[config.mk]
export PLATFORM = sky130hd
export DESIGN_NAME = unique_value_deque_top_flat
export DESIGN_NICKNAME = d
export VERILOG_FILES = /design/src/hw/rtl/uvd_pkg.sv /design/src/hw/rtl/uvd_channel_if.sv /design/src/hw/rtl/uvd_ram.sv /design/src/hw/rtl/uvd_ctrl.sv /design/src/hw/rtl/uvd_datapath.sv /design/src/hw/rtl/unique_value_deque_top.sv /design/src/flat_wrapper.sv
export VERILOG_INCLUDE_DIRS = /design/src /design/src/hw/rtl
export SDC_FILE = /design/constraint.sdc
export NUM_CORES = 1
export LEC_CHECK = 0
export BUFFER_PORTS_ARGS = -buffer_cell sky130_fd_sc_hd__buf_2
export CAP_MARGIN = 15
export CORE_AREA = 2 2 250 252
export DETAILED_ROUTE_END_ITERATION = 16
export DIE_AREA = 0 0 252 254
export PLACE_DENSITY = 0.71
export REMOVE_ABC_BUFFERS = 1
export SYNTH_ARGS = -nofsm -noshare
export SYNTH_HDL_FRONTEND = slang
export SYNTH_SLANG_ARGS = --single-unit
[constraint.sdc]
create_clock -name clock -period 8.6 [get_ports clock]
set_input_delay 0.43 -clock clock [delete_from_list [all_inputs] [get_ports clock]]
set_output_delay 0.43 -clock clock [all_outputs]
set_load 0.1 [all_outputs]
[src/hw/rtl/unique_value_deque_top_assert.svh]
// Assertion macros shared by the unique value deque RTL.
`ifndef UNIQUE_VALUE_DEQUE_TOP_ASSERT_SVH
`define UNIQUE_VALUE_DEQUE_TOP_ASSERT_SVH

// Check that cons holds in the same cycle whenever ante holds.
`define UVD_ASSERT_IMPLY(label, clk, rst, ante, cons, msg) \
   label: assert property (@(posedge clk) disable iff (rst) (ante) |-> (cons)) \
      else $error(msg);

// Check that cons holds in the cycle after ante holds.
`define UVD_ASSERT_NEXT(label, clk, rst, ante, cons, msg) \
   label: assert property (@(posedge clk) disable iff (rst) (ante) |=> (cons)) \
      else $error(msg);

`endif

[src/hw/rtl/uvd_pkg.sv]
// Shared types and codes for the unique value deque.
`default_nettype none

package uvd_pkg;

   localparam int MODE_W   = 3;
   localparam int VALUE_W  = 32;
   localparam int STATUS_W = 2;
   localparam int COUNT_W  = 5;

   localparam logic [MODE_W-1:0] MODE_INS_FRONT = 3'd0;
   localparam logic [MODE_W-1:0] MODE_INS_BACK  = 3'd1;
   localparam logic [MODE_W-1:0] MODE_REM_FRONT = 3'd2;
   localparam logic [MODE_W-1:0] MODE_REM_BACK  = 3'd3;
   localparam logic [MODE_W-1:0] MODE_CLEAR     = 3'd4;

   localparam logic [STATUS_W-1:0] ST_DONE  = 2'd0;
   localparam logic [STATUS_W-1:0] ST_DUP   = 2'd1;
   localparam logic [STATUS_W-1:0] ST_EMPTY = 2'd2;
   localparam logic [STATUS_W-1:0] ST_FULL  = 2'd3;

   // Commands from the controller to the datapath.
   typedef struct packed {
      logic                load;
      logic                scan_read;
      logic                insert;
      logic                rem_read;
      logic                rem_take;
      logic                clear;
      logic                set_status;
      logic [STATUS_W-1:0] status_code;
      logic                emit;
   } uvd_cmd_type;

   // Status from the datapath to the controller.
   typedef struct packed {
      logic [MODE_W-1:0] mode;
      logic              count_zero;
      logic              count_full;
      logic              scan_last;
      logic              dup_found;
      logic              out_free;
   } uvd_stat_type;

endpackage

`default_nettype wire

[src/hw/rtl/uvd_channel_if.sv]
// Request and response channel interfaces of the unique value deque.
`default_nettype none

interface uvd_req_if;
   logic                                valid;
   logic                                ready;
   logic [uvd_pkg::MODE_W-1:0]          mode;
   logic signed [uvd_pkg::VALUE_W-1:0]  value;

   modport source (output valid, output mode, output value, input ready);
   modport sink   (input valid, input mode, input value, output ready);
endinterface

interface uvd_rsp_if;
   logic                                valid;
   logic                                ready;
   logic [uvd_pkg::STATUS_W-1:0]        status;
   logic signed [uvd_pkg::VALUE_W-1:0]  removed_value;
   logic [uvd_pkg::COUNT_W-1:0]         entry_count;

   modport source (output valid, output status, output removed_value,
                   output entry_count, input ready);
   modport sink   (input valid, input status, input removed_value,
                   input entry_count, output ready);
endinterface

`default_nettype wire

[src/hw/rtl/uvd_ram.sv]
// Generic simple dual port RAM with registered read.
`default_nettype none

module uvd_ram #(
   parameter int WIDTH = 32,
   parameter int DEPTH = 16
) (
   input  wire logic                               clock,
   input  wire logic                               wr_en,
   input  wire logic [((DEPTH > 1) ? $clog2(DEPTH) : 1)-1:0] wr_addr,
   input  wire logic [WIDTH-1:0]                   wr_data,
   input  wire logic                               rd_en,
   input  wire logic [((DEPTH > 1) ? $clog2(DEPTH) : 1)-1:0] rd_addr,
   output      logic [WIDTH-1:0]                   rd_data
);

   logic [WIDTH-1:0] mem [DEPTH];

   always_ff @(posedge clock) begin
      if (wr_en) begin
         mem[wr_addr] <= wr_data;
      end
      if (rd_en) begin
         rd_data <= mem[rd_addr];
      end
   end

endmodule

`default_nettype wire

[src/hw/rtl/uvd_ctrl.sv]
// Controller state machine of the unique value deque.
`default_nettype none

module uvd_ctrl (
   input  wire logic                  clock,
   input  wire logic                  reset,
   input  wire logic                  req_valid,
   output      logic                  req_ready,
   input  wire uvd_pkg::uvd_stat_type stat,
   output      uvd_pkg::uvd_cmd_type  cmd
);

   localparam logic [2:0] S_IDLE     = 3'd0;
   localparam logic [2:0] S_DECODE   = 3'd1;
   localparam logic [2:0] S_SCAN     = 3'd2;
   localparam logic [2:0] S_DRAIN    = 3'd3;
   localparam logic [2:0] S_INSERT   = 3'd4;
   localparam logic [2:0] S_REM_WAIT = 3'd5;
   localparam logic [2:0] S_FINISH   = 3'd6;

   logic [2:0] state_ff;
   logic [2:0] state_in;

   always_ff @(posedge clock) begin
      if (reset) begin
         state_ff <= S_IDLE;
      end else begin
         state_ff <= state_in;
      end
   end

   always_comb begin
      cmd       = '0;
      state_in  = state_ff;
      req_ready = (state_ff == S_IDLE);
      unique case (state_ff)
         S_IDLE: begin
            if (req_valid) begin
               cmd.load = 1'b1;
               state_in = S_DECODE;
            end
         end
         S_DECODE: begin
            priority if (stat.mode == uvd_pkg::MODE_INS_FRONT ||
                         stat.mode == uvd_pkg::MODE_INS_BACK) begin
               // nothing stored means nothing to scan
               state_in = stat.count_zero ? S_INSERT : S_SCAN;
            end else if (stat.mode == uvd_pkg::MODE_REM_FRONT ||
                         stat.mode == uvd_pkg::MODE_REM_BACK) begin
               if (stat.count_zero) begin
                  cmd.set_status  = 1'b1;
                  cmd.status_code = uvd_pkg::ST_EMPTY;
                  state_in        = S_FINISH;
               end else begin
                  cmd.rem_read = 1'b1;
                  state_in     = S_REM_WAIT;
               end
            end else if (stat.mode == uvd_pkg::MODE_CLEAR) begin
               cmd.clear = 1'b1;
               state_in  = S_FINISH;
            end else begin
               state_in = S_FINISH;
            end
         end
         S_SCAN: begin
            cmd.scan_read = 1'b1;
            if (stat.scan_last) begin
               state_in = S_DRAIN;
            end
         end
         S_DRAIN: begin
            priority if (stat.dup_found) begin
               cmd.set_status  = 1'b1;
               cmd.status_code = uvd_pkg::ST_DUP;
               state_in        = S_FINISH;
            end else if (stat.count_full) begin
               cmd.set_status  = 1'b1;
               cmd.status_code = uvd_pkg::ST_FULL;
               state_in        = S_FINISH;
            end else begin
               state_in = S_INSERT;
            end
         end
         S_INSERT: begin
            cmd.insert = 1'b1;
            state_in   = S_FINISH;
         end
         S_REM_WAIT: begin
            cmd.rem_take = 1'b1;
            state_in     = S_FINISH;
         end
         S_FINISH: begin
            if (stat.out_free) begin
               cmd.emit = 1'b1;
               state_in = S_IDLE;
            end
         end
         default: begin
            state_in = S_IDLE;
         end
      endcase
   end

endmodule

`default_nettype wire

[src/hw/rtl/uvd_datapath.sv]
// Datapath of the unique value deque: ring pointers, entry RAM, scan and response register.
`default_nettype none
`include "unique_value_deque_top_assert.svh"

module uvd_datapath #(
   parameter int CAPACITY = 16
) (
   input  wire logic                                clock,
   input  wire logic                                reset,
   input  wire logic [uvd_pkg::MODE_W-1:0]          req_mode,
   input  wire logic [uvd_pkg::VALUE_W-1:0]         req_value,
   input  wire uvd_pkg::uvd_cmd_type                cmd,
   output      uvd_pkg::uvd_stat_type               stat,
   input  wire logic                                rsp_ready,
   output      logic                                rsp_valid,
   output      logic [uvd_pkg::STATUS_W-1:0]        rsp_status,
   output      logic [uvd_pkg::VALUE_W-1:0]         rsp_removed_value,
   output      logic [uvd_pkg::COUNT_W-1:0]         rsp_entry_count
);

   localparam int IDX_W = (CAPACITY > 1) ? $clog2(CAPACITY) : 1;
   localparam int CNT_W = $clog2(CAPACITY + 1);
   localparam logic [IDX_W:0]   CAP_EXT = (IDX_W + 1)'(CAPACITY);
   localparam logic [CNT_W-1:0] CAP_CNT = CNT_W'(CAPACITY);
   localparam logic [IDX_W-1:0] IDX_ONE = IDX_W'(1);
   localparam logic [IDX_W-1:0] IDX_TOP = IDX_W'(CAPACITY - 1);

   // (a + b) modulo CAPACITY for a, b below CAPACITY
   function automatic logic [IDX_W-1:0] ring_add(input logic [IDX_W-1:0] a,
                                                 input logic [IDX_W-1:0] b);
      logic [IDX_W:0] sum;
      sum = {1'b0, a} + {1'b0, b};
      if (sum >= CAP_EXT) begin
         sum = sum - CAP_EXT;
      end
      return sum[IDX_W-1:0];
   endfunction

   logic [uvd_pkg::MODE_W-1:0]   mode_ff;
   logic [uvd_pkg::VALUE_W-1:0]  value_ff;
   logic [IDX_W-1:0]             front_ff;
   logic [CNT_W-1:0]             count_ff;
   logic [IDX_W-1:0]             scan_ff;
   logic                         cmp_ff;
   logic                         hit_ff;
   logic [uvd_pkg::STATUS_W-1:0] status_ff;
   logic [uvd_pkg::VALUE_W-1:0]  removed_ff;
   logic                         rsp_valid_ff;
   logic [uvd_pkg::STATUS_W-1:0] rsp_status_ff;
   logic [uvd_pkg::VALUE_W-1:0]  rsp_removed_ff;
   logic [uvd_pkg::COUNT_W-1:0]  rsp_count_ff;

   logic [CNT_W-1:0]             count_m1;
   logic [CNT_W-1:0]             scan_next_cnt;
   logic [IDX_W-1:0]             front_dec;
   logic [IDX_W-1:0]             front_inc;
   logic [IDX_W-1:0]             back_wr_addr;
   logic [IDX_W-1:0]             back_rd_addr;
   logic [IDX_W-1:0]             scan_addr;
   logic                         ram_we;
   logic [IDX_W-1:0]             ram_wr_addr;
   logic                         ram_re;
   logic [IDX_W-1:0]             ram_rd_addr;
   logic [uvd_pkg::VALUE_W-1:0]  ram_rd_data;
   logic                         match;
   logic                         ins_front;

   assign count_m1      = count_ff - CNT_W'(1);
   assign scan_next_cnt = CNT_W'(scan_ff) + CNT_W'(1);
   assign front_dec     = (front_ff == '0) ? IDX_TOP : (front_ff - IDX_ONE);
   assign front_inc     = ring_add(front_ff, IDX_ONE);
   assign back_wr_addr  = ring_add(front_ff, count_ff[IDX_W-1:0]);
   assign back_rd_addr  = ring_add(front_ff, count_m1[IDX_W-1:0]);
   assign scan_addr     = ring_add(front_ff, scan_ff);
   assign ins_front     = (mode_ff == uvd_pkg::MODE_INS_FRONT);

   assign ram_we      = cmd.insert;
   assign ram_wr_addr = ins_front ? front_dec : back_wr_addr;
   assign ram_re      = cmd.scan_read | cmd.rem_read;
   assign ram_rd_addr = cmd.scan_read ? scan_addr :
                        ((mode_ff == uvd_pkg::MODE_REM_FRONT) ? front_ff : back_rd_addr);

   uvd_ram #(
      .WIDTH (uvd_pkg::VALUE_W),
      .DEPTH (CAPACITY)
   ) u_entry_ram (
      .clock   (clock),
      .wr_en   (ram_we),
      .wr_addr (ram_wr_addr),
      .wr_data (value_ff),
      .rd_en   (ram_re),
      .rd_addr (ram_rd_addr),
      .rd_data (ram_rd_data)
   );

   assign match = cmp_ff & (ram_rd_data == value_ff);

   assign stat.mode       = mode_ff;
   assign stat.count_zero = (count_ff == '0);
   assign stat.count_full = (count_ff >= CAP_CNT);
   assign stat.scan_last  = (scan_next_cnt >= count_ff);
   assign stat.dup_found  = hit_ff | match;
   assign stat.out_free   = ~rsp_valid_ff | rsp_ready;

   always_ff @(posedge clock) begin
      if (cmd.load) begin
         mode_ff  <= req_mode;
         value_ff <= req_value;
      end
   end

   always_ff @(posedge clock) begin
      if (reset) begin
         front_ff     <= '0;
         count_ff     <= '0;
         scan_ff      <= '0;
         cmp_ff       <= 1'b0;
         hit_ff       <= 1'b0;
         status_ff    <= uvd_pkg::ST_DONE;
         removed_ff   <= '0;
         rsp_valid_ff <= 1'b0;
      end else begin
         cmp_ff <= cmd.scan_read;
         if (match) begin
            hit_ff <= 1'b1;
         end
         if (cmd.load) begin
            scan_ff    <= '0;
            hit_ff     <= 1'b0;
            status_ff  <= uvd_pkg::ST_DONE;
            removed_ff <= '0;
         end
         if (cmd.scan_read) begin
            scan_ff <= scan_ff + IDX_ONE;
         end
         if (cmd.set_status) begin
            status_ff <= cmd.status_code;
         end
         if (cmd.insert) begin
            count_ff <= count_ff + CNT_W'(1);
            if (ins_front) begin
               front_ff <= front_dec;
            end
         end
         if (cmd.rem_take) begin
            removed_ff <= ram_rd_data;
            count_ff   <= count_m1;
            if (mode_ff == uvd_pkg::MODE_REM_FRONT) begin
               front_ff <= front_inc;
            end
         end
         if (cmd.clear) begin
            front_ff <= '0;
            count_ff <= '0;
         end
         if (cmd.emit) begin
            rsp_valid_ff <= 1'b1;
         end else if (rsp_ready) begin
            rsp_valid_ff <= 1'b0;
         end
      end
   end

   always_ff @(posedge clock) begin
      if (cmd.emit) begin
         rsp_status_ff  <= status_ff;
         rsp_removed_ff <= removed_ff;
         rsp_count_ff   <= uvd_pkg::COUNT_W'(count_ff);
      end
   end

   assign rsp_valid         = rsp_valid_ff;
   assign rsp_status        = rsp_status_ff;
   assign rsp_removed_value = rsp_removed_ff;
   assign rsp_entry_count   = rsp_count_ff;

   `UVD_ASSERT_IMPLY(a_count_bound, clock, reset, 1'b1, count_ff <= CAP_CNT,
      "stored count exceeds capacity")
   `UVD_ASSERT_IMPLY(a_write_not_full, clock, reset, ram_we, count_ff < CAP_CNT,
      "entry written into a full ring")
   `UVD_ASSERT_IMPLY(a_take_not_empty, clock, reset, cmd.rem_take, count_ff != '0,
      "remove taken from an empty ring")
   `UVD_ASSERT_IMPLY(a_scan_in_range, clock, reset, cmd.scan_read,
      CNT_W'(scan_ff) < count_ff, "scan reads beyond the stored entries")

endmodule

`default_nettype wire

[src/hw/rtl/unique_value_deque_top.sv]
// Unique value deque: a bounded ring of CAPACITY signed 32-bit values that can be
// pushed or popped at either end and refuses duplicate values. One request word
// (mode, value) gives exactly one response word (status, removed_value,
// entry_count). Requests are handled one at a time; the response sits in an
// output register so that a new request is taken while it waits. An insert into
// a non-empty deque first reads every stored entry once from the single read
// port of the entry RAM to look for the value, whether it then stores the value
// or refuses it as a duplicate or for a full ring; an insert into an empty deque
// skips this scan. A slow response sink adds its own wait. The entry RAM needs no
// clearing pass after reset: only occupied slots are ever read.
`default_nettype none

module unique_value_deque_top #(
   parameter int CAPACITY = 16
) (
   input wire logic   clock,
   input wire logic   reset,
   uvd_req_if.sink    req_bus,
   uvd_rsp_if.source  rsp_bus
);

   uvd_pkg::uvd_cmd_type  cmd;
   uvd_pkg::uvd_stat_type stat;

   logic [uvd_pkg::VALUE_W-1:0] rsp_removed;

   // Sequence each request: decode, scan for duplicates, write or read, respond.
   uvd_ctrl u_ctrl (
      .clock     (clock),
      .reset     (reset),
      .req_valid (req_bus.valid),
      .req_ready (req_bus.ready),
      .stat      (stat),
      .cmd       (cmd)
   );

   // Hold the ring pointers, the entry RAM and the response register.
   uvd_datapath #(
      .CAPACITY (CAPACITY)
   ) u_datapath (
      .clock             (clock),
      .reset             (reset),
      .req_mode          (req_bus.mode),
      .req_value         (req_bus.value),
      .cmd               (cmd),
      .stat              (stat),
      .rsp_ready         (rsp_bus.ready),
      .rsp_valid         (rsp_bus.valid),
      .rsp_status        (rsp_bus.status),
      .rsp_removed_value (rsp_removed),
      .rsp_entry_count   (rsp_bus.entry_count)
   );

   assign rsp_bus.removed_value = rsp_removed;

endmodule

`default_nettype wire
[src/flat_wrapper.sv]
// flat-port wrapper written by rule: the top's interface ports become plain ports
module unique_value_deque_top_flat 
#(
   parameter int CAPACITY = 16
)
  (clock, reset, req_bus_valid, req_bus_mode, req_bus_value, req_bus_ready, rsp_bus_valid, rsp_bus_status, rsp_bus_removed_value, rsp_bus_entry_count, rsp_bus_ready);
  uvd_req_if req_bus_i ();
  uvd_rsp_if rsp_bus_i ();
  input wire logic clock;
  input wire logic reset;
  input wire logic [$bits(req_bus_i.valid)-1:0] req_bus_valid;
  input wire logic [$bits(req_bus_i.mode)-1:0] req_bus_mode;
  input wire logic [$bits(req_bus_i.value)-1:0] req_bus_value;
  output wire logic [$bits(req_bus_i.ready)-1:0] req_bus_ready;
  output wire logic [$bits(rsp_bus_i.valid)-1:0] rsp_bus_valid;
  output wire logic [$bits(rsp_bus_i.status)-1:0] rsp_bus_status;
  output wire logic [$bits(rsp_bus_i.removed_value)-1:0] rsp_bus_removed_value;
  output wire logic [$bits(rsp_bus_i.entry_count)-1:0] rsp_bus_entry_count;
  input wire logic [$bits(rsp_bus_i.ready)-1:0] rsp_bus_ready;
  assign req_bus_i.valid = req_bus_valid;
  assign req_bus_i.mode = req_bus_mode;
  assign req_bus_i.value = req_bus_value;
  assign req_bus_ready = req_bus_i.ready;
  assign rsp_bus_valid = rsp_bus_i.valid;
  assign rsp_bus_status = rsp_bus_i.status;
  assign rsp_bus_removed_value = rsp_bus_i.removed_value;
  assign rsp_bus_entry_count = rsp_bus_i.entry_count;
  assign rsp_bus_i.ready = rsp_bus_ready;
  unique_value_deque_top #(.CAPACITY(CAPACITY)) u_core (.clock(clock), .reset(reset), .req_bus(req_bus_i), .rsp_bus(rsp_bus_i));
endmodule
==> flow_metrics.env <==
export IMPL_result_of_the_run="finished with violations"
export IMPL_violations="slew limit"
export IMPL_layout_area_seq_um2=19600
export IMPL_post_synth_top_area_cell="edfxtp_1"
export IMPL_first_global_vias=17400
export IMPL_timing_max_slew_rel_slack_pct=-16.4
export IMPL_postSynthAreaPerCell_um2=13.2
export IMPL_yosys_most_used_dff="edfxtp_1"
export IMPL_power_static_leakage_nw=10.2
export IMPL_synth_warnings=0
export IMPL_timing_setup_critical_path_class="flop to flop"
export IMPL_floorplan_io_pins=80
export IMPL_cts_hold_buffers=30
export IMPL_drv_max_cap_violation_count=0
export IMPL_hpwl_mm=33.2
export IMPL_post_layout_total_power_mw=12.3
export IMPL_vdd_drop_max_v=0.000428
export IMPL_worst_skew_pair_late_latency_ns=0.62
export IMPL_asyncSetResetFlopFracSynth_pct=0
export IMPL_rsz0062_at_grt="false"
export IMPL_achievable_frequency_mhz=253
export IMPL_tightest_slew_ns=1.75
export IMPL_floorplan_die_height_um=254
export IMPL_synth_area_in_simple_gates_pct=14.2
export IMPL_area_growth_pct=13.3
export IMPL_crit_required_ns=9.05
export IMPL_whs_ns=0.0330
export IMPL_wl_per_cell_um=24.7
export IMPL_synthCells=2076
export IMPL_post_route_cells_drive_above_1_share_pct=11.4
export IMPL_drc=0
export IMPL_netlist_cell_type_count=53
export IMPL_ys_ff_latch=671
export IMPL_cts_root_buffer="clkbuf_16"
export IMPL_tritoncts="done"
export IMPL_hp_class="input pin to flop"
export IMPL_muxShareOfSynthArea_pct=1.50
export IMPL_place_area_um2=28500
export IMPL_yosys_area_share_xor_xnor_pct=1.64
export IMPL_design_final_nets=2185
export IMPL_die_area_um2=64000
export IMPL_timing_critical_path_arrival_ns=4.40
export IMPL_ys_top_cells_by_area="edfxtp_1, nand3_1, o21ai_0, dfxtp_1, clkbuf_1"
export IMPL_initial_utilization_pct=44.6
export IMPL_die_w_um=252
export IMPL_rows=91
export IMPL_max_clock_path_buffers=3
export IMPL_timing_clock_skew_ns=0.0195
export IMPL_complex_gate_fraction_of_the_synthesized_area_pct=6.82
export IMPL_portBuffers=79
export IMPL_cts_repair_resized=0
export IMPL_cts_inserted_buffers=68
export IMPL_detailed_route_vias_per_instance=6.18
export IMPL_number_of_failing_hold_endpoints_at_the_final_stage=0
export IMPL_clock_sinks=671
export IMPL_slew_violations=134
export IMPL_place_congestion=0.826
export IMPL_number_of_setup_buffers_added_after_cts=0
export IMPL_post_synth_instance_area_um2=27300
export IMPL_clk_pin_slew_worst_paths_ns=0.06
export IMPL_detailedRoute_firstPassIterationCount=6
export IMPL_timing_final_crit_share_pct=46.0
export IMPL_largest_family_of_logic_cells_by_synthesized_area="simple AND/OR/NAND/NOR gates"
export IMPL_grt_start_max_net_pins=257
export IMPL_cts_htree_levels=3
export IMPL_antenna_left=0
export IMPL_global_route_usage_total_pct=22.5
export IMPL_stdcell_area_um2=30900
export IMPL_finalWirelength_mm=73.2
export IMPL_grt_overflow_total=0
export IMPL_grt_first_pass_wirelength_mm=108
export IMPL_number_of_enable_flip_flop_cells_after_synthesis=618
export IMPL_area_of_combinational_cells_with_multiple_inputs_um2=7100
export IMPL_core_area_um2=61300
export IMPL_synthAdderAreaFrac_pct=1.18
export IMPL_post_synth_top_area_fraction_pct=68.0
export IMPL_antenna_found_initial=1
export IMPL_num_vias=18300
export IMPL_setup_tns_ns=0
export IMPL_setup_worst_path_end_class="flop"
export IMPL_finalSetupViolations=0
export IMPL_power_density_nw_per_um2=397
export IMPL_fillers=5137
export IMPL_final_core_util_pct=50.5
export IMPL_dr_first_iter_drc_count=2785
export IMPL_final_critical_period_ns=3.95
export IMPL_worst_setup_path_start_kind="flop"
export IMPL_ys_seq_area_share_pct=71.8
export IMPL_critical_path_max_fanout=184
[layer usage]
| layer | vias up | wire (µm) | global-route usage [%] |
|---|---|---|---|
| li1 | 8010 | - | - |
| met1 | 9071 | 29500 | 32.0 |
| met2 | 1080 | 34000 | 35.0 |
| met3 | 159 | 7680 | 4.02 |
| met4 | 0 | 2060 | 8.06 |
| met5 | - | 0 | 0 |
[through the flow]
stage | worst slack [ns] | instances
finish | 4.65 | 2964
global route | 4.47 | 2963
CTS | 4.71 | 2962
detailed placement | 4.74 | 2811
global placement | 4.88 | 2811
floorplan | -2.25 | 1908
[worst max-delay path: stages (launching register included)]
cell,delay (ns)
dfxtp_1,0.57
or3b_1,0.72
o211ai_1,0.22
buf_4,0.71
buf_12,0.61
nand3_1,0.21
nand3_1,0.19
nand4_1,0.13
mux2i_1,0.19
[cells in the final DEF, fill, tap and decap left out, types with 9 or more instances in the layout]
cell / n
clkbuf_1: 19
buf_2: 79
ha_1: 21
a21oi_1: 47
nor2_1: 19
buf_4: 31
xor2_1: 10
nor2_4: 18
inv_1: 16
nor3_1: 9
clkinv_1: 10
dlygate4sd3_1: 30
o21ai_0: 265
xnor2_1: 40
clkbuf_16: 69
nand3_1: 544
nand2_1: 61
dfxtp_1: 53
nor2b_1: 9
nand4_1: 70
edfxtp_1: 618
mux2i_1: 35
[final timing paths]
| kind | startpoint | to | slack, ns | cells after the start |
|---|---|---|---|---|
| worst max-delay path | u_core.u_ctrl.state_ff[1] | u_core.u_datapath.u_entry_ram.rd_data[9] | 4.65 | 8 |
| worst min-delay path | req_bus_value[30] | u_core.u_datapath.value_ff[30] | 0.03 | 1 |
| worst max register to register | u_core.u_ctrl.state_ff[1] | u_core.u_datapath.u_entry_ram.rd_data[9] | 4.65 | 8 |
| worst min register to register | u_core.u_datapath.removed_ff[27] | u_core.u_datapath.rsp_removed_value[27] | 0.43 | 0 |
[Yosys cell counts, drive strengths merged, types with 2 or more instances]
master	count
edfxtp	618
nand3	551
o21ai	266
clkbuf	126
nand4	70
nand2	62
dfxtp	53
a21oi	47
buf	42
xnor2	40
nor2	37
mux2i	35
ha	21
inv	17
xor2	11
nor2b	9
nor3	9
mux2	5
nor3b	5
a211oi	4
a21o	4
a221oi	3
a22oi	3
and3	3
fa	3
nand2b	3
o31ai	3
a22o	2
a32o	2
nor4	2
o211ai	2
o32ai	2
or3b	2
[final cells by class]
cell class | instances | share of cell area (%)
Sequential cell | 671 | 63.4
Clock inverter | 29 | 0.995
Antenna cell | 1 | 0.00809
Tap cell | 790 | 3.19
Multi-Input combinational cell | 1220 | 22.9
Timing Repair Buffer | 144 | 3.26
Inverter | 17 | 0.206
Clock buffer | 92 | 5.99
[power by group]
part,internal (mW),total (mW),switching (mW)
logic,1.51,4.85,3.35
registers,4.18,4.51,0.330
clock network,1.67,2.90,1.23
total,7.36,12.3,4.91
[cells by family after synthesis]
| kind of cell | Yosys count |
|---|---|
| fa+ha+maj | 24 |
| xor+xnor | 51 |
| buf+inv | 185 |
| flops | 671 |
| mux | 40 |
| compound gates | 345 |
| simple gates | 760 |
[sequential cells by signal, summed over array words and instances (netlist names), 2 cells and up]
name,count
u_core.u_ctrl.state_ff,3
u_core.u_datapath.count_ff,5
u_core.u_datapath.front_ff,4
u_core.u_datapath.mode_ff,3
u_core.u_datapath.removed_ff,32
u_core.u_datapath.rsp_entry_count,5
u_core.u_datapath.rsp_removed_value,32
u_core.u_datapath.rsp_status,2
u_core.u_datapath.scan_ff,4
u_core.u_datapath.status_ff,2
u_core.u_datapath.u_entry_ram.mem,512
u_core.u_datapath.u_entry_ram.rd_data,32
u_core.u_datapath.value_ff,32
Note: power is estimated with default switching activity, not from simulation.
